**config.mk**
```make
export PLATFORM = sky130hd
export DESIGN_NAME = ofdm_bit_interleaver_flat
export DESIGN_NICKNAME = d
export VERILOG_FILES = /design/src/design/obi_pkg.sv /design/src/design/obi_req_if.sv /design/src/design/obi_rsp_if.sv /design/src/design/obi_ram.sv /design/src/design/obi_addr_unit.sv /design/src/design/ofdm_bit_interleaver.sv /design/src/flat_wrapper.sv
export VERILOG_INCLUDE_DIRS = /design/src /design/src/design
export SDC_FILE = /design/constraint.sdc
export NUM_CORES = 1
export LEC_CHECK = 0
export BUFFER_PORTS_ARGS = -buffer_cell sky130_fd_sc_hd__buf_2
export CORE_MARGIN = 10
export CORE_UTILIZATION = 60
export CTS_CLUSTER_DIAMETER = 120
export CTS_CLUSTER_SIZE = 30
export DETAILED_ROUTE_END_ITERATION = 10
export PLACE_DENSITY = 0.84
export REMOVE_ABC_BUFFERS = 1
export SYNTH_ARGS = -nofsm -noshare
export SYNTH_HDL_FRONTEND = slang
export SYNTH_SLANG_ARGS = --single-unit
```
**constraint.sdc**
```tcl
create_clock -name clock -period 26.1 [get_ports clock]
set_clock_uncertainty 0.15 [all_clocks]
set_input_delay 1.305 -clock clock [delete_from_list [all_inputs] [get_ports clock]]
set_output_delay 1.305 -clock clock [all_outputs]
set_load 0.05 [all_outputs]
```
**src/design/ofdm_bit_interleaver_assert.svh**
```systemverilog
// Assertion macros for the OFDM bit interleaver.
// Included by the RTL files that carry concurrent checks; no other dependencies.
`ifndef OFDM_BIT_INTERLEAVER_ASSERT_SVH
`define OFDM_BIT_INTERLEAVER_ASSERT_SVH

// same-cycle implication, disabled during reset
`define OBI_ASSERT_IMP(label, clk, rst, ante, cons) \
   label: assert property (@(posedge clk) disable iff (rst) (ante) |-> (cons)) \
      else $error("obi: same-cycle check failed");

// next-cycle implication, disabled during reset
`define OBI_ASSERT_NXT(label, clk, rst, ante, cons) \
   label: assert property (@(posedge clk) disable iff (rst) (ante) |=> (cons)) \
      else $error("obi: next-cycle check failed");

`endif

```
**src/design/obi_pkg.sv**
```systemverilog
// Shared types, constants and helper functions of the OFDM bit interleaver.
// No dependencies; used by the interfaces, the address unit and the top level.
`default_nettype none

package obi_pkg;

   // fixed geometry
   localparam int MAX_SYMBOL_BITS_DEF = 288;
   localparam int SYMBOL_QUANTUM      = 48;
   localparam int COLUMNS             = 16;
   localparam int COL_W               = 4;
   localparam int BYTE_BITS           = 8;
   localparam int Q_W                 = 3;   // symbol size in units of 48 bits, 1..6

   // configuration port
   localparam int CSR_IDX_W  = 1;
   localparam int CSR_DATA_W = 9;
   localparam logic [CSR_IDX_W-1:0] REG_CODED_BITS = 1'b0;
   localparam logic [CSR_IDX_W-1:0] REG_BITS_PER_SC = 1'b1;

   // rotation group sizes
   localparam logic [1:0] GRP_ONE   = 2'd1;
   localparam logic [1:0] GRP_TWO   = 2'd2;
   localparam logic [1:0] GRP_THREE = 2'd3;

   // permutation setup handed to the address unit
   typedef struct packed {
      logic [Q_W-1:0] q;       // N / 48
      logic [1:0]     group;   // rotation group size
   } perm_cfg_type;

   localparam perm_cfg_type CFG_RESET = '{q: Q_W'(1), group: GRP_ONE};

   typedef enum logic [1:0] {
      ST_IDLE,
      ST_WRITE,
      ST_READ,
      ST_EMIT
   } state_type;

   // value mod 3 by weighted bit sum (2^n mod 3 alternates 1, 2)
   function automatic logic [1:0] mod3(input logic [7:0] v);
      logic [2:0] acc;
      acc = 3'd0;
      for (int n = 0; n < 8; n++) begin
         if (v[n]) begin
            acc = acc + (((n & 1) == 0) ? 3'd1 : 3'd2);
         end
         if (acc >= 3'd3) begin
            acc = acc - 3'd3;
         end
      end
      return acc[1:0];
   endfunction

endpackage

`default_nettype wire

```
**src/design/obi_req_if.sv**
```systemverilog
// Input channel of the OFDM bit interleaver: one coded byte per transaction.
// Depends on obi_pkg for the byte width.
`default_nettype none

interface obi_req_if;
   logic                           valid;
   logic                           ready;
   logic [obi_pkg::BYTE_BITS-1:0]  data_byte;

   modport source (output valid, output data_byte, input ready);
   modport sink   (input valid, input data_byte, output ready);
endinterface

`default_nettype wire

```
**src/design/obi_rsp_if.sv**
```systemverilog
// Result channel of the OFDM bit interleaver: one interleaved byte per transaction.
// Depends on obi_pkg for the byte width.
`default_nettype none

interface obi_rsp_if;
   logic                           valid;
   logic                           ready;
   logic [obi_pkg::BYTE_BITS-1:0]  out_byte;
   logic                           last_of_symbol;

   modport source (output valid, output out_byte, output last_of_symbol, input ready);
   modport sink   (input valid, input out_byte, input last_of_symbol, output ready);
endinterface

`default_nettype wire

```
**src/design/obi_ram.sv**
```systemverilog
// Generic single-write, single-read RAM with registered read data.
// No dependencies.
`default_nettype none

module obi_ram #(
   parameter int WIDTH = 1,
   parameter int DEPTH = 2,
   localparam int AW   = $clog2(DEPTH)
) (
   input  wire logic             clock,
   input  wire logic             we,
   input  wire logic [AW-1:0]    waddr,
   input  wire logic [WIDTH-1:0] wdata,
   input  wire logic [AW-1:0]    raddr,
   output logic      [WIDTH-1:0] rdata
);

   logic [WIDTH-1:0] mem_ff [DEPTH];
   logic [WIDTH-1:0] rdata_ff;

   always_ff @(posedge clock) begin
      if (we) begin
         mem_ff[waddr] <= wdata;
      end
      rdata_ff <= mem_ff[raddr];
   end

   assign rdata = rdata_ff;

endmodule

`default_nettype wire

```
**src/design/obi_addr_unit.sv**
```systemverilog
// Bit address unit: maps input bit index k to its interleaved store address.
// Depends on obi_pkg for the permutation setup type and the mod-3 helper.
`default_nettype none

module obi_addr_unit #(
   parameter int MAX_SYMBOL_BITS = obi_pkg::MAX_SYMBOL_BITS_DEF,
   localparam int AW             = $clog2(MAX_SYMBOL_BITS)
) (
   input  wire obi_pkg::perm_cfg_type cfg,
   input  wire logic [AW-1:0]         k,
   output logic      [AW-1:0]         j
);

   localparam int RW = AW - obi_pkg::COL_W;

   logic [obi_pkg::COL_W-1:0]            col;
   logic [RW-1:0]                        row;
   logic [obi_pkg::Q_W+obi_pkg::COL_W-1:0] qc;
   logic [obi_pkg::Q_W+obi_pkg::COL_W+1:0] qc3;
   logic [AW-1:0]                        i_addr;
   logic [1:0]                           rm;
   logic [1:0]                           cm;
   logic [1:0]                           dm;

   // first permutation: i = (N/16) * (k mod 16) + k / 16, with N/16 = 3q
   assign col    = k[obi_pkg::COL_W-1:0];
   assign row    = k[AW-1:obi_pkg::COL_W];
   assign qc     = cfg.q * col;
   assign qc3    = {1'b0, qc, 1'b0} + {2'b00, qc};
   assign i_addr = AW'(qc3) + AW'(row);

   // floor(16i/N) equals the column, and N is a multiple of the group size,
   // so the rotation term reduces to (i - col) mod s; i mod 3 equals row mod 3
   assign rm = obi_pkg::mod3(8'(row));
   assign cm = obi_pkg::mod3(8'(col));
   assign dm = (rm >= cm) ? (rm - cm) : (rm + 2'd3 - cm);

   // second permutation
   always_comb begin
      unique case (cfg.group)
         obi_pkg::GRP_TWO:   j = {i_addr[AW-1:1], i_addr[0] ^ col[0]};
         obi_pkg::GRP_THREE: j = i_addr - AW'(rm) + AW'(dm);
         default:            j = i_addr;
      endcase
   end

endmodule

`default_nettype wire

```
**src/design/ofdm_bit_interleaver.sv**
```systemverilog
// Top level of the OFDM bit interleaver: sequencer, symbol store and output register.
// Depends on obi_pkg, obi_req_if, obi_rsp_if, obi_ram, obi_addr_unit and the assert header.
//
// Coded bits enter as bytes, first bit in the MSB, and are written one bit per
// cycle into a 1-bit-wide symbol store at the address given by the two
// interleaver permutations; the address unit is shared by all eight bits of a
// byte. An input byte is accepted in the idle state and then written bit by
// bit in the write state; no new byte is taken until the block is idle again.
// The byte that completes a symbol of N bits is followed by the read-out: each
// of the N/8 result bytes is gathered by single-bit reads through the store's
// one read port, whose registered data is shifted into a byte, and is loaded into
// the output register once the result side is free. The output register lets
// the next input byte be taken while the last result byte is still waiting.
// The store needs no clearing after reset. A configuration write drops any
// partial symbol; writes are meant to happen only while the block is idle.
`default_nettype none

`include "ofdm_bit_interleaver_assert.svh"

module ofdm_bit_interleaver #(
   parameter int MAX_SYMBOL_BITS = obi_pkg::MAX_SYMBOL_BITS_DEF
) (
   input  wire logic                           clock,
   input  wire logic                           reset,
   obi_req_if.sink                             req_bus,
   obi_rsp_if.source                           rsp_bus,
   input  wire logic                           csr_we,
   input  wire logic [obi_pkg::CSR_IDX_W-1:0]  csr_index,
   input  wire logic [obi_pkg::CSR_DATA_W-1:0] csr_wdata
);

   localparam int AW   = $clog2(MAX_SYMBOL_BITS);
   localparam int QMAX = MAX_SYMBOL_BITS / obi_pkg::SYMBOL_QUANTUM;
   localparam int NBW  = $clog2(MAX_SYMBOL_BITS / obi_pkg::BYTE_BITS + 1);

   obi_pkg::state_type    state_ff, state_in;
   obi_pkg::perm_cfg_type cfg_ff, cfg_in;
   logic [NBW-1:0]        bytes_ff, bytes_in;
   logic [NBW-1:0]        m_ff, m_in;
   logic [2:0]            bit_ff, bit_in;
   logic [7:0]            byte_ff, byte_in;
   logic [7:0]            sh_ff, sh_in;
   logic                  rd_pend_ff, rd_pend_in;
   logic                  out_valid_ff, out_valid_in;
   logic [7:0]            out_byte_ff, out_byte_in;
   logic                  out_last_ff, out_last_in;

   logic                  req_accept;
   logic                  out_free;
   logic                  out_load;
   logic                  sym_done;
   logic                  emit_last;
   logic [NBW-1:0]        nbytes;
   logic [AW-1:0]         wr_k;
   logic [AW-1:0]         wr_addr;
   logic [AW-1:0]         rd_addr;
   logic                  ram_we;
   logic [0:0]            ram_rdata;
   logic [obi_pkg::Q_W-1:0] q_new;
   logic [1:0]            group_new;

   // handshake and status terms
   assign req_accept = req_bus.valid && req_bus.ready;
   assign out_free   = !out_valid_ff || rsp_bus.ready;
   assign nbytes     = NBW'(6 * cfg_ff.q);
   assign sym_done   = (NBW'(bytes_ff + 1'b1) == nbytes);
   assign emit_last  = (NBW'(m_ff + 1'b1) == nbytes);
   assign out_load   = (state_ff == obi_pkg::ST_EMIT) && !rd_pend_ff && out_free;

   // shared address unit and symbol store
   assign wr_k    = AW'({bytes_ff, bit_ff});
   assign rd_addr = AW'({m_ff, bit_ff});
   assign ram_we  = (state_ff == obi_pkg::ST_WRITE);

   obi_addr_unit #(
      .MAX_SYMBOL_BITS (MAX_SYMBOL_BITS)
   ) u_addr (
      .cfg (cfg_ff),
      .k   (wr_k),
      .j   (wr_addr)
   );

   obi_ram #(
      .WIDTH (1),
      .DEPTH (MAX_SYMBOL_BITS)
   ) u_store (
      .clock (clock),
      .we    (ram_we),
      .waddr (wr_addr),
      .wdata (byte_ff[7]),
      .raddr (rd_addr),
      .rdata (ram_rdata)
   );

   // effective register values for a configuration write
   always_comb begin
      q_new = obi_pkg::Q_W'(1);
      for (int m = 1; m <= QMAX; m++) begin
         if ({1'b0, csr_wdata} >= 10'(obi_pkg::SYMBOL_QUANTUM * m)) begin
            q_new = obi_pkg::Q_W'(m);
         end
      end
      group_new = (csr_wdata[2:1] == 2'd0) ? obi_pkg::GRP_ONE : csr_wdata[2:1];
   end

   // next state
   always_comb begin
      state_in = state_ff;
      unique case (state_ff)
         obi_pkg::ST_IDLE: begin
            if (req_accept) begin
               state_in = obi_pkg::ST_WRITE;
            end
         end
         obi_pkg::ST_WRITE: begin
            if (bit_ff == 3'd7) begin
               state_in = sym_done ? obi_pkg::ST_READ : obi_pkg::ST_IDLE;
            end
         end
         obi_pkg::ST_READ: begin
            if (bit_ff == 3'd7) begin
               state_in = obi_pkg::ST_EMIT;
            end
         end
         obi_pkg::ST_EMIT: begin
            if (out_load) begin
               state_in = emit_last ? obi_pkg::ST_IDLE : obi_pkg::ST_READ;
            end
         end
      endcase
   end

   // datapath and counters
   always_comb begin
      cfg_in       = cfg_ff;
      bytes_in     = bytes_ff;
      m_in         = m_ff;
      bit_in       = bit_ff;
      byte_in      = byte_ff;
      rd_pend_in   = (state_ff == obi_pkg::ST_READ);
      sh_in        = rd_pend_ff ? {sh_ff[6:0], ram_rdata[0]} : sh_ff;
      out_valid_in = out_valid_ff;
      out_byte_in  = out_byte_ff;
      out_last_in  = out_last_ff;

      unique case (state_ff)
         obi_pkg::ST_IDLE: begin
            if (req_accept) begin
               byte_in = req_bus.data_byte;
               bit_in  = 3'd0;
            end
         end
         obi_pkg::ST_WRITE: begin
            byte_in = {byte_ff[6:0], 1'b0};
            bit_in  = bit_ff + 3'd1;
            if (bit_ff == 3'd7) begin
               if (sym_done) begin
                  bytes_in = '0;
                  m_in     = '0;
               end else begin
                  bytes_in = NBW'(bytes_ff + 1'b1);
               end
            end
         end
         obi_pkg::ST_READ: begin
            bit_in = bit_ff + 3'd1;
         end
         obi_pkg::ST_EMIT: begin
            if (out_load) begin
               m_in = NBW'(m_ff + 1'b1);
            end
         end
      endcase

      // output register
      if (out_load) begin
         out_valid_in = 1'b1;
         out_byte_in  = sh_ff;
         out_last_in  = emit_last;
      end else if (rsp_bus.ready) begin
         out_valid_in = 1'b0;
      end

      // configuration write drops the partial symbol
      if (csr_we) begin
         bytes_in = '0;
         unique case (csr_index)
            obi_pkg::REG_CODED_BITS:  cfg_in.q     = q_new;
            obi_pkg::REG_BITS_PER_SC: cfg_in.group = group_new;
         endcase
      end
   end

   // control registers
   always_ff @(posedge clock) begin
      if (reset) begin
         state_ff     <= obi_pkg::ST_IDLE;
         cfg_ff       <= obi_pkg::CFG_RESET;
         bytes_ff     <= '0;
         rd_pend_ff   <= 1'b0;
         out_valid_ff <= 1'b0;
      end else begin
         state_ff     <= state_in;
         cfg_ff       <= cfg_in;
         bytes_ff     <= bytes_in;
         rd_pend_ff   <= rd_pend_in;
         out_valid_ff <= out_valid_in;
      end
   end

   // payload registers
   always_ff @(posedge clock) begin
      m_ff        <= m_in;
      bit_ff      <= bit_in;
      byte_ff     <= byte_in;
      sh_ff       <= sh_in;
      out_byte_ff <= out_byte_in;
      out_last_ff <= out_last_in;
   end

   // ports
   assign req_bus.ready          = (state_ff == obi_pkg::ST_IDLE);
   assign rsp_bus.valid          = out_valid_ff;
   assign rsp_bus.out_byte       = out_byte_ff;
   assign rsp_bus.last_of_symbol = out_last_ff;

   // checks
   `OBI_ASSERT_NXT(a_accept_starts_write, clock, reset, req_accept, (state_ff == obi_pkg::ST_WRITE) && (bit_ff == 3'd0))
   `OBI_ASSERT_IMP(a_read_in_range, clock, reset, state_ff == obi_pkg::ST_READ, m_ff < nbytes)
   `OBI_ASSERT_NXT(a_last_ends_symbol, clock, reset, out_load && emit_last, (state_ff == obi_pkg::ST_IDLE) && (bytes_ff == '0) && out_last_ff)
   `OBI_ASSERT_IMP(a_pend_while_reading, clock, reset, rd_pend_ff, (state_ff == obi_pkg::ST_READ) || (state_ff == obi_pkg::ST_EMIT))

endmodule

`default_nettype wire
```
**src/flat_wrapper.sv**
```systemverilog
// flat-port wrapper written by rule: the top's interface ports become plain ports
module ofdm_bit_interleaver_flat 
#(
   parameter int MAX_SYMBOL_BITS = obi_pkg::MAX_SYMBOL_BITS_DEF
)
  (clock, reset, csr_we, csr_index, csr_wdata, req_bus_valid, req_bus_data_byte, req_bus_ready, rsp_bus_valid, rsp_bus_out_byte, rsp_bus_last_of_symbol, rsp_bus_ready);
  obi_req_if req_bus_i ();
  obi_rsp_if rsp_bus_i ();
  input  wire logic clock;
  input  wire logic reset;
  input  wire logic csr_we;
  input  wire logic [obi_pkg::CSR_IDX_W-1:0] csr_index;
  input  wire logic [obi_pkg::CSR_DATA_W-1:0] csr_wdata;
  input wire logic [$bits(req_bus_i.valid)-1:0] req_bus_valid;
  input wire logic [$bits(req_bus_i.data_byte)-1:0] req_bus_data_byte;
  output wire logic [$bits(req_bus_i.ready)-1:0] req_bus_ready;
  output wire logic [$bits(rsp_bus_i.valid)-1:0] rsp_bus_valid;
  output wire logic [$bits(rsp_bus_i.out_byte)-1:0] rsp_bus_out_byte;
  output wire logic [$bits(rsp_bus_i.last_of_symbol)-1:0] rsp_bus_last_of_symbol;
  input wire logic [$bits(rsp_bus_i.ready)-1:0] rsp_bus_ready;
  assign req_bus_i.valid = req_bus_valid;
  assign req_bus_i.data_byte = req_bus_data_byte;
  assign req_bus_ready = req_bus_i.ready;
  assign rsp_bus_valid = rsp_bus_i.valid;
  assign rsp_bus_out_byte = rsp_bus_i.out_byte;
  assign rsp_bus_last_of_symbol = rsp_bus_i.last_of_symbol;
  assign rsp_bus_i.ready = rsp_bus_ready;
  ofdm_bit_interleaver #(.MAX_SYMBOL_BITS(MAX_SYMBOL_BITS)) u_core (.clock(clock), .reset(reset), .req_bus(req_bus_i), .rsp_bus(rsp_bus_i), .csr_we(csr_we), .csr_index(csr_index), .csr_wdata(csr_wdata));
endmodule
```
==> impl_metrics.py <==
metrics = {
    "placement": {
        "gp_congestion": 0.842,
        "dpl_worst_slack_ns": 11.96,
        "io_buffers": 31,
        "placed_area_um2": 18000,
        "dpl.hpwl_um": 22800,
    },
    "clock_network": {
        "post_cts_buffers": 0,
        "cts_tree": "yes",
        "cts_root_buffer": "clkbuf_16",
        "cts_resized": 0,
        "cts_buffers": 15,
        "path_clk_slew_ns": 0.11,
        "clock_tree.buffer_depth": 3,
        "clock_latency_ns": 0.53,
        "cts_hold_buffers": 0,
        "htree_num_levels": 1,
        "clock-sinks": 338,
    },
    "pwr": {
        "design_power_total_uw": 2370,
        "swShare_pct": 44.6,
        "internal_power_uw": 1310,
        "power_frac_comb_pct": 62.0,
        "pwr-share-clk_pct": 11.5,
        "power_frac_seq_pct": 26.5,
        "ir_drop_mv": 0.180,
        "p_leak_uw": 0.00602,
        "p_per_area_nw_per_um2": 129,
        "power.switching_uw": 1050,
    },
    "critical_path": {
        "worstPathMaxFanout": 51,
        "crit_type": "reg2reg",
        "critPathArrivalTime_ns": 14.34,
        "cpMostUsedCell": "ha_1",
        "cp_slowest_cell": "nand4_1",
        "end_kind": "flip-flop",
        "max_stage_delay_ns": 0.77,
        "rrSetupSlack_ns": 11.83,
        "rr_worst_depth": 57,
        "worstPathRequired_ns": 26.17,
        "worst-path-buf-inv": 6,
        "cp.depth": 57,
        "path_delay_family": "compound AO/OA/AOI/OAI gates",
        "start_kind": "flip-flop",
    },
    "global_routing": {
        "grt_max_degree": 146,
        "overflow": 0,
        "antenna_found_initial": 0,
        "grt.total_usage_pct": 20.3,
        "grt_pass1_wl_um": 59200,
        "grt_pass1_vias": 10900,
    },
    "final_layout": {
        "final_cell_mix": "349 x nor2_1, 322 x edfxtp_1, 95 x mux4_2",
        "drive_above_1_share_pct": 13.7,
        "final_cell_area_um2": 18400,
        "area_growth_pct": 4.64,
        "mostFrequentLayoutCell": "nor2_1",
        "nFillCells": 2069,
        "final_nets": 1446,
        "antennaDiodeCount": 0,
    },
    "floorplan": {
        "die_h_um": 191,
        "fp.dieArea_um2": 36500,
        "die-width_um": 191,
        "io-pin-count": 34,
        "core_area_um2": 28800,
        "start_util_pct": 61.0,
        "std_cell_rows": 62,
    },
    "synthesis": {
        "synth_ff_type": "edfxtp_1",
        "ys_ff_latch": 338,
        "syn_area_um2": 17600,
        "synth_edf_count": 322,
        "yosys_warnings": 0,
        "synth.distinct_cells": 82,
        "avgSynthCellArea_um2": 12.9,
        "netlist_instances": 1363,
        "ys_seq_area_share_pct": 56.9,
        "synth-async-reset-ratio_pct": 0,
    },
    "sta": {
        "fin_crit_sh_pct": 54.7,
        "setup_viol": 0,
        "finalCriticalPeriod_ns": 14.27,
        "maxSlewHeadroom_pct": 17.8,
        "fmax_mhz": 70.1,
        "hold_viol_final": 0,
        "layout_setup_ws_ns": 11.83,
        "slew_violations": 0,
        "rsz0062_at_grt": "false",
        "fin_setup_tns_ns": 0,
        "worstMarginPinSlew_ns": 1.23,
    },
    "routing": {
        "wl_per_cell_um": 21.5,
        "drt_wl_total_um": 37200,
        "drtPass1Iterations": 6,
        "drc": 0,
        "final_antenna_net_count": 0,
        "drt_iter0_drc": 1200,
        "vias_per_cell": 6.36,
        "routed-via-count": 11000,
    },
    "run": {
        "drv_cap": 0,
    },
    "worst_hold_path": {
        "hold_path_class": "reg2reg",
        "whs_path_depth": 0,
    },
    "outcome": {
        "status": "finished clean",
    },
}
cell usage after synthesis (3+ instances only):
| cell | count | area, um2 |
|---|---|---|
| a21o_1 | 9 | 67.6 |
| or2_2 | 4 | 25.0 |
| o211ai_1 | 3 | 22.5 |
| nor3_1 | 14 | 70.1 |
| buf_1 | 10 | 37.5 |
| nor3b_1 | 8 | 60.1 |
| edfxtp_1 | 322 | 9670 |
| xor2_1 | 15 | 131 |
| clkbuf_1 | 52 | 195 |
| dfxtp_1 | 16 | 320 |
| ha_1 | 66 | 826 |
| and2_1 | 16 | 100 |
| a21oi_1 | 33 | 165 |
| nand3_1 | 22 | 110 |
| nand2_1 | 53 | 199 |
| mux4_2 | 95 | 2140 |
| nand2b_1 | 10 | 62.6 |
| a22oi_1 | 3 | 22.5 |
| o21ai_0 | 30 | 150 |
| nand3b_1 | 4 | 30.0 |
| nor2b_1 | 13 | 81.3 |
| buf_2 | 9 | 45.0 |
| fa_1 | 11 | 220 |
| a21boi_0 | 4 | 30.0 |
| o21ai_1 | 4 | 20.0 |
| mux2_2 | 7 | 78.8 |
| xnor2_1 | 21 | 184 |
| a311oi_1 | 6 | 52.6 |
| inv_1 | 52 | 195 |
| o21bai_1 | 6 | 45.0 |
| nor2_1 | 349 | 1310 |
| a221oi_1 | 6 | 52.6 |
| mux2i_1 | 8 | 80.1 |
| nand4_1 | 13 | 81.3 |
| a211oi_1 | 5 | 37.5 |
| o21a_1 | 9 | 67.6 |
final cells by class:
class                           instances  area (um2)  area share, %
Tap cell                              384         480           2.61
Clock inverter                          3        32.5          0.177
Sequential cell                       338        9990           54.4
Inverter                               52         195           1.06
Multi-Input combinational cell        899        7070           38.5
Clock buffer                           18         387           2.10
Timing Repair Buffer                   40         223           1.21
routing by layer:
layer	track usage, %	up-vias	routed length [um]
met2	34.6	475	18800
met4	4.93	0	904
met5	0	-	0
li1	-	4970	-
met3	2.92	67	2820
met1	27.1	5522	14800
state kept, by name, indices dropped and copies added, names as in the netlist, 2 cells and up:
register / flops
u_core.u_store.mem_ff: 288
u_core.cfg_ff: 5
u_core.sh_ff: 8
u_core.byte_ff: 8
u_core.rsp_bus.out_byte: 8
u_core.bit_ff: 3
u_core.m_ff: 6
u_core.state_ff: 2
u_core.bytes_ff: 6
per-stage QoR:
stage,std cells,util [%],hold WS [ns]
after global routing,1734,63.9,0.283
after global placement,1713,62.4,0.250
after detailed placement,1713,62.4,0.246
after floorplan,1289,-,0.236
after CTS,1734,63.9,0.269
final,1734,63.9,0.259
power by group through the flow:
stage / clock network [uW] / logic (uW) / registers [uW]
after global placement: 0 / 1380 / 639
after global routing: 291 / 1680 / 629
after floorplan: 0 / 1090 / 671
final: 272 / 1470 / 628
after detailed placement: 0 / 1430 / 640
after CTS: 275 / 1460 / 628
kinds of logic after synthesis:
kind of cell             Yosys count  synth area share [%]
multiplexers                     110                  13.1
XOR/XNOR                          37                  1.95
adder cells (fa/ha/maj)           77                  5.96
flip-flops                       338                  56.9
AO/OA/AOI/OAI                    152                  6.18
buffers and inverters            126                  2.86
AND/OR/NAND/NOR                  523                  13.1
worst register-to-register path: cells and delay by family (launching register included):
kind / cells / cell delay, ns
DFF: 1 / 0.35
xor gates and xnor gates: 1 / 0.08
muxes: 1 / 0.74
AOI/OAI and AO/OA: 21 / 4.31
buffers and inverters: 6 / 1.25
and+or+nand+nor: 12 / 2.92
adders and majority gates: 16 / 4.15
final timing paths:
path,from,endpoint
max reg2reg,u_core.bit_ff[0],u_core.u_store.mem_ff[233]
min,u_core.u_store.rdata,u_core.sh_ff[0]
min reg2reg,u_core.u_store.rdata,u_core.sh_ff[0]
max,u_core.bit_ff[0],u_core.u_store.mem_ff[233]
Power figures use the tool's default switching activity.
